<file path="src/rtl/core/mrps_pkg.sv">
// ----------------------------------------------------------------------------
// mrps_pkg
// Types, field widths and codes shared by the path selector files.
// ----------------------------------------------------------------------------
`timescale 1ns / 1ps

package mrps_pkg;

  localparam int PATHS_DEFAULT = 8;

  localparam int MODE_W   = 3;
  localparam int IDX_W    = 3;
  localparam int RTT_W    = 16;
  localparam int BYTES_W  = 64;
  localparam int STATUS_W = 2;
  localparam int COUNT_W  = 4;

  localparam logic [MODE_W-1:0] MODE_ADD      = 3'd0;
  localparam logic [MODE_W-1:0] MODE_UPDATE   = 3'd1;
  localparam logic [MODE_W-1:0] MODE_SELECT   = 3'd2;
  localparam logic [MODE_W-1:0] MODE_FAILOVER = 3'd3;
  localparam logic [MODE_W-1:0] MODE_ACCOUNT  = 3'd4;
  localparam logic [MODE_W-1:0] MODE_QUERY    = 3'd5;

  localparam logic [STATUS_W-1:0] ST_DONE      = 2'd0;
  localparam logic [STATUS_W-1:0] ST_FULL      = 2'd1;
  localparam logic [STATUS_W-1:0] ST_NO_ACTIVE = 2'd2;
  localparam logic [STATUS_W-1:0] ST_BAD_INDEX = 2'd3;

  // A new path starts with this round-trip time, in milliseconds.
  localparam logic [RTT_W-1:0] RTT_START = 16'd1000;

  // Status returned by the minimum-RTT scan unit.
  typedef struct packed {
    logic done;
    logic found;
  } scan_stat_t;

endpackage

</file>
<file path="src/rtl/core/mrps_req_if.sv">
// ----------------------------------------------------------------------------
// mrps_req_if
// Request channel: valid/ready handshake and the request fields.
// ----------------------------------------------------------------------------
`timescale 1ns / 1ps

interface mrps_req_if import mrps_pkg::*; ();
  logic                 valid;
  logic                 ready;
  logic [MODE_W-1:0]    mode;
  logic [IDX_W-1:0]     path_index;
  logic                 link_up;
  logic [RTT_W-1:0]     rtt_value;
  logic [BYTES_W-1:0]   byte_count;

  modport source (output valid, mode, path_index, link_up, rtt_value, byte_count,
                  input ready);
  modport sink (input valid, mode, path_index, link_up, rtt_value, byte_count,
                output ready);
endinterface

</file>
<file path="src/rtl/core/mrps_rsp_if.sv">
// ----------------------------------------------------------------------------
// mrps_rsp_if
// Response channel: valid/ready handshake and the response fields.
// ----------------------------------------------------------------------------
`timescale 1ns / 1ps

interface mrps_rsp_if import mrps_pkg::*; ();
  logic                 valid;
  logic                 ready;
  logic [STATUS_W-1:0]  status;
  logic                 index_valid;
  logic [IDX_W-1:0]     returned_index;
  logic                 active_valid;
  logic [IDX_W-1:0]     active_path;
  logic [COUNT_W-1:0]   up_count;
  logic [BYTES_W-1:0]   path_bytes;

  modport source (output valid, status, index_valid, returned_index, active_valid,
                  active_path, up_count, path_bytes,
                  input ready);
  modport sink (input valid, status, index_valid, returned_index, active_valid,
                active_path, up_count, path_bytes,
                output ready);
endinterface

</file>
<file path="src/rtl/core/min_rtt_path_failover_selector.sv">
// ----------------------------------------------------------------------------
// min_rtt_path_failover_selector
// Add, update, account and query go from apply through byte read and byte data
// to finish; a refused request or one that addresses no path goes from apply
// straight to finish. Select and failover scan the paths in use first.
// Requests are taken one at a time; ready returns the cycle after the response
// register loads, which can wait while the response is stalled.
// Reset clears the path table, the active path and the byte counters at once.
// ----------------------------------------------------------------------------
`timescale 1ns / 1ps

module min_rtt_path_failover_selector import mrps_pkg::*; #(
  parameter int PATHS = PATHS_DEFAULT
) (
  input  logic       clk,
  input  logic       rst,
  mrps_req_if.sink   req,
  mrps_rsp_if.source rsp
);

  localparam int IW = (PATHS > 1) ? $clog2(PATHS) : 1;
  localparam int CW = $clog2(PATHS + 1);
  localparam int XW = (CW > IDX_W) ? CW : IDX_W;

  localparam logic [2:0] S_IDLE   = 3'd0;
  localparam logic [2:0] S_APPLY  = 3'd1;
  localparam logic [2:0] S_SCAN   = 3'd2;
  localparam logic [2:0] S_BREAD  = 3'd3;
  localparam logic [2:0] S_BDATA  = 3'd4;
  localparam logic [2:0] S_FINISH = 3'd5;

  logic [2:0]          state;
  logic [MODE_W-1:0]   mode_q;
  logic [IDX_W-1:0]    idx_q;
  logic                up_q;
  logic [RTT_W-1:0]    rtt_q;
  logic [BYTES_W-1:0]  bytes_q;
  logic [IW-1:0]       target;
  logic [CW-1:0]       paths_in_use;
  logic                has_active;
  logic [IW-1:0]       active_slot;
  logic [PATHS-1:0]    up_flags;
  logic [CW-1:0]       up_total;
  logic [STATUS_W-1:0] status_q;
  logic                ret_valid_q;
  logic [IW-1:0]       ret_q;
  logic [BYTES_W-1:0]  pbytes_q;
  logic                out_valid;

  logic                accept;
  logic                idx_ok;
  logic                full;
  logic [IW-1:0]       idx_slot;
  logic [IW-1:0]       new_slot;
  logic                rtt_wr_en;
  logic [IW-1:0]       rtt_wr_addr;
  logic [RTT_W-1:0]    rtt_wr_data;
  logic                scan_start;
  scan_stat_t          scan_stat;
  logic [IW-1:0]       scan_best;
  logic [BYTES_W-1:0]  byte_rd;
  logic [BYTES_W-1:0]  byte_sum;

  assign req.ready = (state == S_IDLE);
  assign accept    = req.valid && req.ready;
  assign rsp.valid = out_valid;

  assign idx_ok   = XW'(idx_q) < XW'(paths_in_use);
  assign full     = (paths_in_use == CW'(PATHS));
  assign idx_slot = IW'(idx_q);
  assign new_slot = IW'(paths_in_use);
  assign byte_sum = byte_rd + bytes_q;

  assign scan_start = (state == S_APPLY) &&
                      ((mode_q == MODE_SELECT) || ((mode_q == MODE_FAILOVER) && has_active));

  always_comb begin
    rtt_wr_en   = 1'b0;
    rtt_wr_addr = new_slot;
    rtt_wr_data = RTT_START;
    if (state == S_APPLY) begin
      if ((mode_q == MODE_ADD) && !full) begin
        rtt_wr_en = 1'b1;
      end else if ((mode_q == MODE_UPDATE) && idx_ok && up_q) begin
        rtt_wr_en   = 1'b1;
        rtt_wr_addr = idx_slot;
        rtt_wr_data = rtt_q;
      end
    end
  end

  mrps_rtt_scan #(.PATHS(PATHS)) u_scan (
    .clk      (clk),
    .rst      (rst),
    .wr_en    (rtt_wr_en),
    .wr_addr  (rtt_wr_addr),
    .wr_data  (rtt_wr_data),
    .start    (scan_start),
    .count    (paths_in_use),
    .up_flags (up_flags),
    .stat     (scan_stat),
    .best_idx (scan_best)
  );

  mrps_byte_bank #(.PATHS(PATHS)) u_bytes (
    .clk     (clk),
    .rst     (rst),
    .rd_en   (state == S_BREAD),
    .rd_addr (target),
    .rd_data (byte_rd),
    .wr_en   ((state == S_BDATA) && (mode_q == MODE_ACCOUNT)),
    .wr_addr (target),
    .wr_data (byte_sum)
  );

  always_ff @(posedge clk) begin
    if (rst) begin
      state        <= S_IDLE;
      paths_in_use <= '0;
      has_active   <= 1'b0;
      active_slot  <= '0;
      up_flags     <= '0;
      up_total     <= '0;
      out_valid    <= 1'b0;
    end else begin
      // In the finish state the response register decides for itself.
      if (out_valid && rsp.ready && (state != S_FINISH)) begin
        out_valid <= 1'b0;
      end
      case (state)
        S_IDLE: begin
          if (accept) begin
            mode_q  <= req.mode;
            idx_q   <= req.path_index;
            up_q    <= req.link_up;
            rtt_q   <= req.rtt_value;
            bytes_q <= req.byte_count;
            state   <= S_APPLY;
          end
        end
        S_APPLY: begin
          status_q    <= ST_DONE;
          ret_valid_q <= 1'b0;
          ret_q       <= '0;
          pbytes_q    <= '0;
          state       <= S_FINISH;
          case (mode_q)
            MODE_ADD: begin
              if (full) begin
                status_q <= ST_FULL;
              end else begin
                up_flags[new_slot] <= 1'b1;
                up_total           <= up_total + CW'(1);
                if (!has_active) begin
                  has_active  <= 1'b1;
                  active_slot <= new_slot;
                end
                paths_in_use <= paths_in_use + CW'(1);
                ret_valid_q  <= 1'b1;
                ret_q        <= new_slot;
                target       <= new_slot;
                state        <= S_BREAD;
              end
            end
            MODE_UPDATE: begin
              if (!idx_ok) begin
                status_q <= ST_BAD_INDEX;
              end else begin
                up_flags[idx_slot] <= up_q;
                if (up_flags[idx_slot] != up_q) begin
                  up_total <= up_q ? (up_total + CW'(1)) : (up_total - CW'(1));
                end
                target <= idx_slot;
                state  <= S_BREAD;
              end
            end
            MODE_SELECT: begin
              state <= S_SCAN;
            end
            MODE_FAILOVER: begin
              if (!has_active) begin
                status_q <= ST_NO_ACTIVE;
              end else begin
                up_flags[active_slot] <= 1'b0;
                if (up_flags[active_slot]) begin
                  up_total <= up_total - CW'(1);
                end
                state <= S_SCAN;
              end
            end
            MODE_ACCOUNT: begin
              if (!idx_ok) begin
                status_q <= ST_BAD_INDEX;
              end else begin
                target <= idx_slot;
                state  <= S_BREAD;
              end
            end
            default: begin
              // Query, and the unused modes that behave as query.
              if (idx_ok) begin
                target <= idx_slot;
                state  <= S_BREAD;
              end
            end
          endcase
        end
        S_SCAN: begin
          if (scan_stat.done) begin
            if (scan_stat.found) begin
              has_active  <= 1'b1;
              active_slot <= scan_best;
              ret_valid_q <= 1'b1;
              ret_q       <= scan_best;
              target      <= scan_best;
              state       <= S_BREAD;
            end else begin
              has_active  <= 1'b0;
              active_slot <= '0;
              status_q    <= ST_NO_ACTIVE;
              state       <= S_FINISH;
            end
          end
        end
        S_BREAD: begin
          state <= S_BDATA;
        end
        S_BDATA: begin
          pbytes_q <= (mode_q == MODE_ACCOUNT) ? byte_sum : byte_rd;
          state    <= S_FINISH;
        end
        S_FINISH: begin
          if (!out_valid || rsp.ready) begin
            out_valid          <= 1'b1;
            rsp.status         <= status_q;
            rsp.index_valid    <= ret_valid_q;
            rsp.returned_index <= ret_valid_q ? IDX_W'(ret_q) : '0;
            rsp.active_valid   <= has_active;
            rsp.active_path    <= has_active ? IDX_W'(active_slot) : '0;
            rsp.up_count       <= COUNT_W'(up_total);
            rsp.path_bytes     <= pbytes_q;
            state              <= S_IDLE;
          end
        end
        default: begin
          state <= S_IDLE;
        end
      endcase
    end
  end

endmodule

</file>
<file path="src/rtl/core/mrps_byte_bank.sv">
// ----------------------------------------------------------------------------
// mrps_byte_bank
// Per-path byte counters: one write port, one registered read port.
// An entry that was never written reads as zero.
// ----------------------------------------------------------------------------
`timescale 1ns / 1ps

module mrps_byte_bank import mrps_pkg::*; #(
  parameter int PATHS = PATHS_DEFAULT
) (
  input  logic                                     clk,
  input  logic                                     rst,
  input  logic                                     rd_en,
  input  logic [((PATHS > 1) ? $clog2(PATHS) : 1)-1:0] rd_addr,
  output logic [BYTES_W-1:0]                       rd_data,
  input  logic                                     wr_en,
  input  logic [((PATHS > 1) ? $clog2(PATHS) : 1)-1:0] wr_addr,
  input  logic [BYTES_W-1:0]                       wr_data
);

  logic [BYTES_W-1:0] mem [PATHS];
  logic [PATHS-1:0]   written;
  logic [BYTES_W-1:0] mem_q;
  logic               hit_q;

  always_ff @(posedge clk) begin
    if (wr_en) begin
      mem[wr_addr] <= wr_data;
    end
    if (rd_en) begin
      mem_q <= mem[rd_addr];
      hit_q <= written[rd_addr];
    end
  end

  always_ff @(posedge clk) begin
    if (rst) begin
      written <= '0;
    end else if (wr_en) begin
      written[wr_addr] <= 1'b1;
    end
  end

  assign rd_data = hit_q ? mem_q : '0;

endmodule

</file>
<file path="src/rtl/core/mrps_rtt_scan.sv">
// ----------------------------------------------------------------------------
// mrps_rtt_scan
// RTT store and the shared compare unit that walks the paths in use, one per
// cycle, keeping the lowest-RTT up path. Ties keep the lower index.
// ----------------------------------------------------------------------------
`timescale 1ns / 1ps

module mrps_rtt_scan import mrps_pkg::*; #(
  parameter int PATHS = PATHS_DEFAULT
) (
  input  logic                                     clk,
  input  logic                                     rst,
  input  logic                                     wr_en,
  input  logic [((PATHS > 1) ? $clog2(PATHS) : 1)-1:0] wr_addr,
  input  logic [RTT_W-1:0]                         wr_data,
  input  logic                                     start,
  input  logic [$clog2(PATHS + 1)-1:0]             count,
  input  logic [PATHS-1:0]                         up_flags,
  output scan_stat_t                               stat,
  output logic [((PATHS > 1) ? $clog2(PATHS) : 1)-1:0] best_idx
);

  localparam int IW = (PATHS > 1) ? $clog2(PATHS) : 1;
  localparam int CW = $clog2(PATHS + 1);

  logic [RTT_W-1:0] rtt_mem [PATHS];
  logic [RTT_W-1:0] rd_data;
  logic             run;
  logic [CW-1:0]    cnt;
  logic             rd_pend;
  logic [IW-1:0]    idx_d;
  logic [RTT_W-1:0] best_rtt;
  logic             found;
  logic             done;

  always_ff @(posedge clk) begin
    if (wr_en) begin
      rtt_mem[wr_addr] <= wr_data;
    end
    if (run) begin
      rd_data <= rtt_mem[IW'(cnt)];
    end
  end

  // Each entry is read into rd_data, then compared; done rises after the last compare.
  always_ff @(posedge clk) begin
    if (rst) begin
      run     <= 1'b0;
      cnt     <= '0;
      rd_pend <= 1'b0;
      found   <= 1'b0;
      done    <= 1'b0;
    end else begin
      rd_pend <= run;
      done    <= 1'b0;
      if (start) begin
        run   <= (count != '0);
        cnt   <= '0;
        found <= 1'b0;
        done  <= (count == '0);
      end else begin
        if (run) begin
          idx_d <= IW'(cnt);
          cnt   <= cnt + CW'(1);
          if (cnt + CW'(1) == count) begin
            run <= 1'b0;
          end
        end
        if (rd_pend) begin
          if (up_flags[idx_d] && (!found || rd_data < best_rtt)) begin
            found    <= 1'b1;
            best_rtt <= rd_data;
            best_idx <= idx_d;
          end
          if (!run) begin
            done <= 1'b1;
          end
        end
      end
    end
  end

  assign stat.done  = done;
  assign stat.found = found;

endmodule

</file>
<file path="src/flat_wrapper.sv">
// flat-port wrapper written by rule: the top's interface ports become plain ports
module min_rtt_path_failover_selector_flat import mrps_pkg::*;
#(
  parameter int PATHS = PATHS_DEFAULT
)
  (clk, rst, req_valid, req_mode, req_path_index, req_link_up, req_rtt_value, req_byte_count, req_ready, rsp_valid, rsp_status, rsp_index_valid, rsp_returned_index, rsp_active_valid, rsp_active_path, rsp_up_count, rsp_path_bytes, rsp_ready);
  mrps_req_if req_i ();
  mrps_rsp_if rsp_i ();
  input  logic clk;
  input  logic rst;
  input wire logic [$bits(req_i.valid)-1:0] req_valid;
  input wire logic [$bits(req_i.mode)-1:0] req_mode;
  input wire logic [$bits(req_i.path_index)-1:0] req_path_index;
  input wire logic [$bits(req_i.link_up)-1:0] req_link_up;
  input wire logic [$bits(req_i.rtt_value)-1:0] req_rtt_value;
  input wire logic [$bits(req_i.byte_count)-1:0] req_byte_count;
  output wire logic [$bits(req_i.ready)-1:0] req_ready;
  output wire logic [$bits(rsp_i.valid)-1:0] rsp_valid;
  output wire logic [$bits(rsp_i.status)-1:0] rsp_status;
  output wire logic [$bits(rsp_i.index_valid)-1:0] rsp_index_valid;
  output wire logic [$bits(rsp_i.returned_index)-1:0] rsp_returned_index;
  output wire logic [$bits(rsp_i.active_valid)-1:0] rsp_active_valid;
  output wire logic [$bits(rsp_i.active_path)-1:0] rsp_active_path;
  output wire logic [$bits(rsp_i.up_count)-1:0] rsp_up_count;
  output wire logic [$bits(rsp_i.path_bytes)-1:0] rsp_path_bytes;
  input wire logic [$bits(rsp_i.ready)-1:0] rsp_ready;
  assign req_i.valid = req_valid;
  assign req_i.mode = req_mode;
  assign req_i.path_index = req_path_index;
  assign req_i.link_up = req_link_up;
  assign req_i.rtt_value = req_rtt_value;
  assign req_i.byte_count = req_byte_count;
  assign req_ready = req_i.ready;
  assign rsp_valid = rsp_i.valid;
  assign rsp_status = rsp_i.status;
  assign rsp_index_valid = rsp_i.index_valid;
  assign rsp_returned_index = rsp_i.returned_index;
  assign rsp_active_valid = rsp_i.active_valid;
  assign rsp_active_path = rsp_i.active_path;
  assign rsp_up_count = rsp_i.up_count;
  assign rsp_path_bytes = rsp_i.path_bytes;
  assign rsp_i.ready = rsp_ready;
  min_rtt_path_failover_selector #(.PATHS(PATHS)) u_core (.clk(clk), .rst(rst), .req(req_i), .rsp(rsp_i));
endmodule
</file>
<file path="config.mk">
export PLATFORM = sky130hd
export DESIGN_NAME = min_rtt_path_failover_selector_flat
export DESIGN_NICKNAME = d
export VERILOG_FILES = /design/src/rtl/core/mrps_pkg.sv /design/src/rtl/core/mrps_req_if.sv /design/src/rtl/core/mrps_rsp_if.sv /design/src/rtl/core/min_rtt_path_failover_selector.sv /design/src/rtl/core/mrps_byte_bank.sv /design/src/rtl/core/mrps_rtt_scan.sv /design/src/flat_wrapper.sv
export SDC_FILE = /design/constraint.sdc
export NUM_CORES = 1
export LEC_CHECK = 0
export BUFFER_PORTS_ARGS = -buffer_cell sky130_fd_sc_hd__buf_2
export CORE_ASPECT_RATIO = 1.2
export CORE_MARGIN = 2
export CORE_UTILIZATION = 35
export CTS_BUF_LIST = sky130_fd_sc_hd__clkbuf_8
export DETAILED_ROUTE_END_ITERATION = 12
export PLACE_DENSITY_LB_ADDON = 0.08
export SLEW_MARGIN = 20
export SYNTH_ARGS = -nofsm -noshare
export SYNTH_HDL_FRONTEND = slang
export SYNTH_SLANG_ARGS = --single-unit
</file>
<file path="constraint.sdc">
create_clock -name clk -period 14.95 [get_ports clk]
set_clock_uncertainty 0.05 [all_clocks]
set_input_delay 2.99 -clock clk [delete_from_list [all_inputs] [get_ports clk]]
set_output_delay 2.99 -clock clk [all_outputs]
set_load 0.02 [all_outputs]
</file>
---- Yosys cells after proc, flatten, opt, wreduce, memory -nomap -nowiden ----
Memories as Yosys holds them, arrays and structs flattened. A register that Yosys moved wholly into a read port is not among the register bits.
Cells that the tools add are included.
cells by class
  bitwise operators ....................... 7
  mux-type cells .......................... 94
  order comparisons ....................... 11
  reductions and logical operators ........ 45
  add/sub/neg operators ................... 5
  equal/unequal tests ..................... 29
operators by type and width
  kind                 count
  $mux 64              2
  $pmux 64 s2          1
  $add 64x64->64       1
  $mux 3               21
  $mux 16              3
  $mux 1               33
  $mux 4               6
  $mux 8               3
  $pmux 3 s2           4
  $pmux 8 s3           1
  $ne 2x2->1 const B   11
  $lt 3x4->1 const B   5
  $pmux 3 s6           1
  $lt 16x16->1         1
  $or 8x8->8           2
  $reduce_and 4->1     4
  $reduce_and 3->1     5
  $logic_and 1x1->1    14
  $reduce_and 7->1     2
  $add 4x1->4 const B  3
  $bmux 1 s3           4
  $demux 1 s3          4
  $eq 3x2->1 const B   4
  $ge 3x1->1 const B   4
  other kinds (30)     52
word-level totals
  flip-flop bits (word level) ............. 301
  memory bits (writable) .................. 640
  input bits .............................. 91
  logic and storage cells ................. 227
  memories kept ........................... 2
memory list
  name                   words  bits a word  rd ports  clocked after memory_dff  write ports  RTL line              RTL
  u_core.u_bytes.mem     8      64           1         1                         1            mrps_byte_bank.sv:21  logic [BYTES_W-1:0] mem [PATHS];
  u_core.u_scan.rtt_mem  8      16           1         1                         1            mrps_rtt_scan.sv:26   logic [RTT_W-1:0] rtt_mem [PATHS];

---- Depth between registers and ports, before layout ----
Gate-level depths: netlist of the first run.
  depth in word-level cells ............... 8
  mapped depth ............................ 16
  mapped depth without buffers ............ 14

---- Hierarchy ----
From an unflattened synthesis of the first run, not the netlist that was laid out.
second synthesis, totals
  cell total of the unflattened synthesis .. 2665
  area, all modules ....................... 43360.3 sq um
modules (own cells, without submodules)
  module                          instances  cells each  area each (sq um)  seq. area each (sq um)
  mrps_byte_bank                  1          920         21977.3            17486.8
  min_rtt_path_failover_selector  1          1408        14421.3            7627.3
  mrps_rtt_scan                   1          337         6961.7             5144.9

---- Least setup slack after synthesis of the first run ----
No wires, ideal clock.
  path kind ............................... input to register
  start point ............................. input rst
  end point ............................... register u_core.rsp.active_path[0] (netlist name), enable pin
  stages .................................. 2
  buffers on the path ..................... 1
  data required time ...................... 14.274 ns
  arrival time ............................ 8.919 ns
  path slack .............................. 5.355 ns
  setup time .............................. 0.626 ns
  path through ............................ clkbuf_1 > nor3b_1
between the ends
  word-level cells in the longest chain between the ends .. 2
ends and longest elaborated chain
  what                        RTL line                               RTL
  from (decl)                 flat_wrapper.sv:10                     input logic rst;
  $not 1->1 (no line)         --
  $reduce_and 3->1 (no line)  --
  to (signal assigned)        min_rtt_path_failover_selector.sv:239  rsp.active_path <= has_active ? IDX_W'(active_slot) : '0;
  to (decl)                   mrps_rsp_if.sv:19                      active_path, up_count, path_bytes,
No other way between the ends.
A chain may end at the register's enable or synchronous reset.

---- Worst setup path after layout of the first run ----
  start point ............................. register u_core.u_bytes.hit_q
  end point ............................... register u_core.pbytes_q[54], data pin
between the ends
  word-level cells in the longest chain between the ends .. 4
ends and longest elaborated chain
  what                    RTL line                               RTL
  from (decl)             mrps_byte_bank.sv:24                   logic hit_q;
  from (signal assigned)  mrps_byte_bank.sv:32                   hit_q <= written[rd_addr];
  $mux 64 (*)             mrps_byte_bank.sv:44                   assign rd_data = hit_q ? mem_q : '0;
  $add 64x64->64          min_rtt_path_failover_selector.sv:72   assign byte_sum = byte_rd + bytes_q;
  $mux 64 (*)             min_rtt_path_failover_selector.sv:229  pbytes_q <= (mode_q == MODE_ACCOUNT) ? byte_sum : byte_rd;
  $pmux 64 s2 (*)         min_rtt_path_failover_selector.sv:130  case (state)
  to (signal assigned)    min_rtt_path_failover_selector.sv:229
  to (decl)               min_rtt_path_failover_selector.sv:47   logic [BYTES_W-1:0] pbytes_q;
Mark *: on every way between the ends. The rest lies on a longest branch, timed or not.

==> run_results.csv, run 1 <==
group,metric,value,unit
run_status,status,"complete, no violations",
yosys,synth-xor-area-share,0.0160,
job,cap_violations,0,
sta,layout_min_cycle_time,5.36,ns
die,initial_core_util,0.352,
hold_path,hp-class,"register to register",
yosys,synth-adder-area-share,0.0261,
sta,rsz0062_at_grt,"false",
die,fp.coreArea,118000,um^2
clock_network,clk_latency,0.86,ns
yosys,avgSynthCellArea,15.1,um^2
layout,final_common_cell,"edfxtp_1",
power,irDropWorstVdd,0.0000759,V
routing,avgViaCountPerCell,5.37,
die,die_y,381,um
routing,ant_nets,0,
critical_path,crit_end,"u_core.pbytes_q[54]",
critical_path,rr_endpoint,"u_core.pbytes_q[54]",
yosys,synth_top_family_by_area,"compound AO/OA/AOI/OAI gates",
layout,layout_common_cells,"981 x edfxtp_1, 266 x a22oi_1, 183 x nand2_1, 181 x clkbuf_8, 170 x buf_2",
global_routing,first_global_vias,26489,
routing,wl,121000,um
yosys,synth_compound_area_frac,0.107,
yosys,synth_seq_area_share,0.728,
power,leakage,15.9,nW
clock_network,cts_setup_buffers,0,
critical_path,critPathRequiredTime,15.48,ns
yosys,syn-num-nets,2921,
clock_network,numCtsBuffers,171,
yosys,dominantRegCellSynth,"edfxtp_1",
routing,dr.pass1.iters,6,
routing,vias,25109,
die,core.rowCount,138,
sta,finalSetupViolCount,0,
layout,area_growth,14.8,%
global_routing,globalRouteOverflowTotal,0,
yosys,synth-seq-cells,1021,
routing,drt_iter0_markers,2090,
sta,maxSlewViolCount,0,
placed_design,port_buffers,170,
global_routing,track_usage,0.199,
placed_design,hpwlAfterDp,71400,um
global_routing,grt_max_degree,67,
sta,fin_ws,9.59,ns
layout,nNetsFinal,3168,
critical_path,critPathLaunch,"u_core.u_bytes.hit_q",
clock_network,path_clk_slew,0.06,ns
placed_design,place_ws,9.38,ns
clock_network,cts_tree,"yes",
critical_path,path_class,"register to register",
critical_path,r2r_cells,13,
global_routing,antenna_found_initial,5,
sta,finalCritPeriodShare,0.359,
clock_network,cts_buffer_depth,3,
yosys,synth-async-reset-ratio,0,
critical_path,arrival,5.89,ns
clock_network,htreeDepth,4,
sta,hold_viol_final,0,
placed_design,gp_congestion,0.841,
routing,drc,0,
routing,wl_per_cell,25.9,um
sta,tightestPinTransition,1.09,ns
die,io_pins,171,
power,power,0.00624,W
die,die_w,319,um
yosys,ys_types,72,
yosys,synthMuxAreaShare,0.0266,
global_routing,grt_pass1_wl,177000,um
clock_network,hold_buffers,0,
critical_path,rrSetupSlack,9.59,ns
yosys,synth.yosys.warnings,0,
sta,max_freq,186,MHz
clock_network,post_cts_resized,0,
clock_network,clock-sinks,1021,
yosys,yosys.area_share.simple,0.0774,
die,die_area,121000,um^2
critical_path,cp_max_fo,53,
layout,num-fill-cells,10831,
critical_path,reg2reg_from,"u_core.u_bytes.hit_q",
sta,tns,0,ns
critical_path,start_kind,"register",
power,power_per_cell_area,131,nW/um^2
layout,drive_above_1_share,0.176,
yosys,postSynthCellCount,2744,
clock_network,ctsRootBufferMaster,"clkbuf_8",
critical_path,crit_path_end_kind,"register",
yosys,synth_edf_count,981,
sta,slew_headroom,0.276,
yosys,syn_area,41500,um^2
[power by group]
part           internal [W]  total [W]  switching (W)
Sequential          0.00326    0.00330      0.0000397
Combinational      0.000128   0.000471       0.000343
Clock               0.00133    0.00246        0.00113
[per-layer routing]
layer / routed length, um / track usage
met1: 49500 / 0.243
met4: 2550 / 0.0572
met3: 5550 / 0.0337
met2: 63300 / 0.359
met5: 11 / 0
[critical path: stages, from the launching register on]
cell      delay [ns]
edfxtp_1        0.62
buf_4           0.66
and2_1          0.25
ha_1            0.25
nand3_1         0.13
nor2_1          0.14
a21boi_1        0.52
a21oi_1         0.29
o21ai_1         0.43
a21oi_1         0.31
o21ai_1         0.72
a211oi_1        0.17
a31o_1          0.23
a221o_1         0.26
[metrics by stage]
step	instance area, um^2	hold WS, ns	cells	utilization
after floorplan	41500	0.350	2744	-
after global placement	44300	0.353	4358	0.375
after detailed placement	44300	0.355	4358	0.375
after CTS	47700	0.368	4674	0.404
after global routing	47700	0.371	4676	0.404
final	47700	0.368	4677	0.404
[synth_stat cells, types with 19 or more instances]
| library cell | n | area share |
|---|---|---|
| clkbuf_1 | 126 | 0.011 |
| dfxtp_1 | 40 | 0.019 |
| xor2_1 | 27 | 0.0057 |
| nand3_1 | 31 | 0.0037 |
| mux4_2 | 36 | 0.020 |
| nor3_1 | 34 | 0.0041 |
| a31oi_1 | 19 | 0.0029 |
| a22oi_1 | 266 | 0.048 |
| edfxtp_1 | 981 | 0.71 |
| a21oi_1 | 155 | 0.019 |
| a21o_1 | 38 | 0.0069 |
| and2_1 | 94 | 0.014 |
| o21ai_0 | 37 | 0.0045 |
| inv_1 | 49 | 0.0044 |
| nor2_1 | 124 | 0.011 |
| ha_1 | 85 | 0.026 |
| nand2_1 | 185 | 0.017 |
| xnor2_1 | 49 | 0.010 |
| nand4_1 | 96 | 0.014 |
[worst min path at each step]
stage	from	end	slack, ns	depth (start not counted)
2_1_floorplan	u_core.pbytes_q[0]	u_core.rsp.path_bytes[0]	0.35	0
3_5_place_dp	u_core.pbytes_q[29]	u_core.rsp.path_bytes[29]	0.35	0
6_report	u_core.pbytes_q[29]	u_core.rsp.path_bytes[29]	0.37	0
4_1_cts	u_core.pbytes_q[29]	u_core.rsp.path_bytes[29]	0.37	0
5_1_grt	u_core.pbytes_q[29]	u_core.rsp.path_bytes[29]	0.37	0
3_3_place_gp	u_core.pbytes_q[37]	u_core.rsp.path_bytes[37]	0.35	0
[logic make-up after synthesis]
group / Yosys count
buffers and inverters: 203
muxes: 63
DFF: 1021
and+or+nand+nor: 644
AOI/OAI and AO/OA: 651
xor gates and xnor gates: 76
adders and majority gates: 86
[cell type report]
cell class / instances / area (um^2) / area share
clock buffer: 181 / 2490 / 0.0522
tap: 1540 / 1930 / 0.0404
inverter: 52 / 195 / 0.00409
clock inverter: 135 / 921 / 0.0193
antenna: 3 / 7.51 / 0.000157
timing repair buffer: 225 / 1280 / 0.0268
multi-input combinational: 1520 / 10600 / 0.223
sequential: 1021 / 30300 / 0.634
[state kept, by name, summed over array words and instances (netlist names), 4 cells and up]
name / cells
u_core.u_bytes.mem: 512
u_core.u_scan.rtt_mem: 128
u_core.bytes_q: 64
u_core.pbytes_q: 64
u_core.rsp.path_bytes: 64
u_core.u_bytes.mem_q: 64
u_core.rtt_q: 16
u_core.u_scan.best_rtt: 16
u_core.u_scan.rd_data: 16
u_core.u_bytes.written: 8
u_core.up_flags: 8
u_core.paths_in_use: 4
u_core.rsp.up_count: 4
u_core.u_scan.cnt: 4
u_core.up_total: 4
Power figures use the tool's default switching activity.
==> run 2: changes to the inputs <==
clock period = 5.4 ns   (was 14.95 ns; I/O delays follow)
==> run 2 against run 1 <==
  * Clock power increased to 2.7 times the previous value
  * Worst setup slack got worse by 9.1 ns
  * Global-route usage rose by 0.071 points
  * Sequential power rose to 2.8 times the previous value
  * Cell area about the same
  * Total power rose to 2.7 times the previous value
  * Clock-buffer cell count down 4
  * First-iteration DRC count is 11% lower
  * Combinational power grew to 2.8 times the previous value
  * Critical path depth fell by 1
  * Critical path type unchanged
  * Critical endpoint is now u_core.u_bytes.mem[7][60]
==> run_results.csv, run 2 (synthesis results as in run 1) <==
group,metric,value,unit
layout,num-fill-cells,10897,
clock_network,numCtsBuffers,171,
sta,finalSetupViolCount,0,
sta,max_freq,205,MHz
sta,tightestPinTransition,1.05,ns
critical_path,critPathRequiredTime,5.92,ns
die,die_y,381,um
routing,wl,122000,um
global_routing,grt_pass1_wl,178000,um
power,power_per_cell_area,357,nW/um^2
clock_network,path_clk_slew,0.06,ns
global_routing,track_usage,0.199,
layout,seq_area,30300,um^2
critical_path,crit_path_end_kind,"register",
die,die_w,319,um
layout,drive_above_1_share,0.174,
routing,dr.pass1.iters,7,
sta,hold_viol_final,0,
critical_path,crit_chain,"buf_12, and2_1, ha_1, and3_1, nand2_1, nor4_1, o2111ai_1, a31oi_1, o21ai_1, nand2_1, a21oi_1, xnor2_1",
critical_path,slowest_delay,0.77,ns
clock_network,hold_buffers,0,
hold_path,hp-class,"input port to register",
power,leakage,15.9,nW
global_routing,grt_max_degree,66,
layout,layout_common_cells,"981 x edfxtp_1, 266 x a22oi_1, 183 x nand2_1, 177 x clkbuf_8, 170 x buf_2",
clock_network,cts_tree,"yes",
layout,multi_input_area,10600,um^2
placed_design,port_buffers,170,
die,io_pins,171,
layout,reg.largest.list,"u_core.u_bytes.mem: 512 flops, u_core.u_scan.rtt_mem: 128 flops",
routing,wl_per_cell,26.0,um
clock_network,post_cts_resized,0,
power,irDropWorstVdd,0.000223,V
clock_network,ctsRootBufferMaster,"clkbuf_8",
placed_design,hpwlAfterDp,71200,um
layout,top_register,"u_core.u_bytes.mem",
die,core.rowCount,138,
layout,nNetsFinal,3175,
placed_design,gp_congestion,0.875,
critical_path,path_delay_family,"simple AND/OR/NAND/NOR gates",
die,die_area,121000,um^2
clock_network,clk_latency,0.87,ns
critical_path,cp_common_cell,"nand2_1",
global_routing,globalRouteOverflowTotal,0,
routing,avgViaCountPerCell,5.38,
hold_path,hold_path.startpoint,"req_rtt_value[8]",
critical_path,cp_max_fo,36,
critical_path,critPathBufInv,1,
critical_path,reg2reg_from,"u_core.u_bytes.hit_q",
placed_design,dpl-instance-area,44400,um^2
routing,drc,0,
routing,ant_nets,0,
clock_network,htreeDepth,4,
critical_path,crit_slowest_cell,"nor4_1",
die,initial_core_util,0.352,
sta,maxSlewViolCount,0,
critical_path,rrSetupSlack,0.52,ns
sta,slew_headroom,0.299,
sta,tns,0,ns
run_status,status,"complete, no violations",
layout,final_area,47700,um^2
critical_path,start_kind,"register",
routing,drt_iter0_markers,1867,
clock_network,clock-sinks,1021,
layout,final_common_cell,"edfxtp_1",
hold_path,hold-path-endpoint,"u_core.rtt_q[8]",
layout,area_growth,14.7,%
sta,rsz0062_at_grt,"false",
clock_network,cts_buffer_depth,3,
critical_path,r2r_cells,12,
critical_path,path_depth,12,
sta,layout_min_cycle_time,4.88,ns
sta,finalCritPeriodShare,0.904,
global_routing,first_global_vias,26429,
clock_network,cts_setup_buffers,0,
layout,largest_reg_flops,512,
hold_path,hold_depth,1,
critical_path,rr_endpoint,"u_core.u_bytes.mem[7][60]",
routing,vias,25142,
global_routing,antenna_found_initial,5,
die,fp.coreArea,118000,um^2
job,cap_violations,0,
critical_path,path_class,"register to register",
critical_path,arrival,5.40,ns
[run 2: changes by cell type in the layout (fill, tap and decap cells not counted), sizes merged]
cell and delta:
buf +7, clkinv +6, clkinvlp -6, bufinv -4, clkbuf -4, diode -1
[run 2: area by class of cell]
type                            count  area share
Timing Repair Buffer              232      0.0297
Sequential cell                  1021       0.635
Clock inverter                    131      0.0165
Tap cell                         1540      0.0404
Multi-Input combinational cell   1520       0.223
Antenna cell                        2    0.000105
Clock buffer                      177      0.0511
Inverter                           52     0.00410
[run 2: where the power goes]
| part | switching, W | total [W] | leakage, nW | internal (W) |
|---|---|---|---|---|
| logic | 0.000958 | 0.00132 | 4.87 | 0.000364 |
| clock network | 0.00313 | 0.00655 | 1.84 | 0.00343 |
| registers | 0.000108 | 0.00914 | 9.17 | 0.00903 |
[run 2: layer usage]
layer  global-route usage  vias to the layer above  routed length, um
met1                0.249                    12935              51000
met2                0.351                      704              62300
li1                     -                    11319                  -
met5                    0                        -                 13
met4               0.0648                        2               2890
met3               0.0342                      182               5490
[run 2: worst max-delay path by stage]
| stage | start | to | slack (ns) |
|---|---|---|---|
| finish | u_core.u_bytes.hit_q | u_core.u_bytes.mem[7][60] | 0.52 |
| global route | u_core.u_bytes.hit_q | u_core.pbytes_q[48] | 0.27 |
| CTS | u_core.u_bytes.hit_q | u_core.u_bytes.mem[7][60] | 0.54 |
| detailed placement | u_core.u_bytes.hit_q | u_core.u_bytes.mem[6][60] | 0.57 |
| global placement | u_core.u_bytes.hit_q | u_core.pbytes_q[48] | 0.68 |
| floorplan | rst | u_core.pbytes_q[0] | 0.24 |
[run 2: stage by stage]
| stage | cells | worst slack, ns | hold slack (ns) | utilization | total power [W] |
|---|---|---|---|---|---|
| 4_1_cts | 4673 | 0.538 | 0.201 | 0.404 | 0.0173 |
| 2_1_floorplan | 2744 | 0.241 | 0.350 | - | 0.0101 |
| 5_1_grt | 4675 | 0.268 | 0.249 | 0.404 | 0.0177 |
| 3_3_place_gp | 4365 | 0.679 | 0.353 | 0.377 | 0.0106 |
| 3_5_place_dp | 4365 | 0.574 | 0.355 | 0.377 | 0.0106 |
| 6_report | 4675 | 0.519 | 0.328 | 0.404 | 0.0170 |
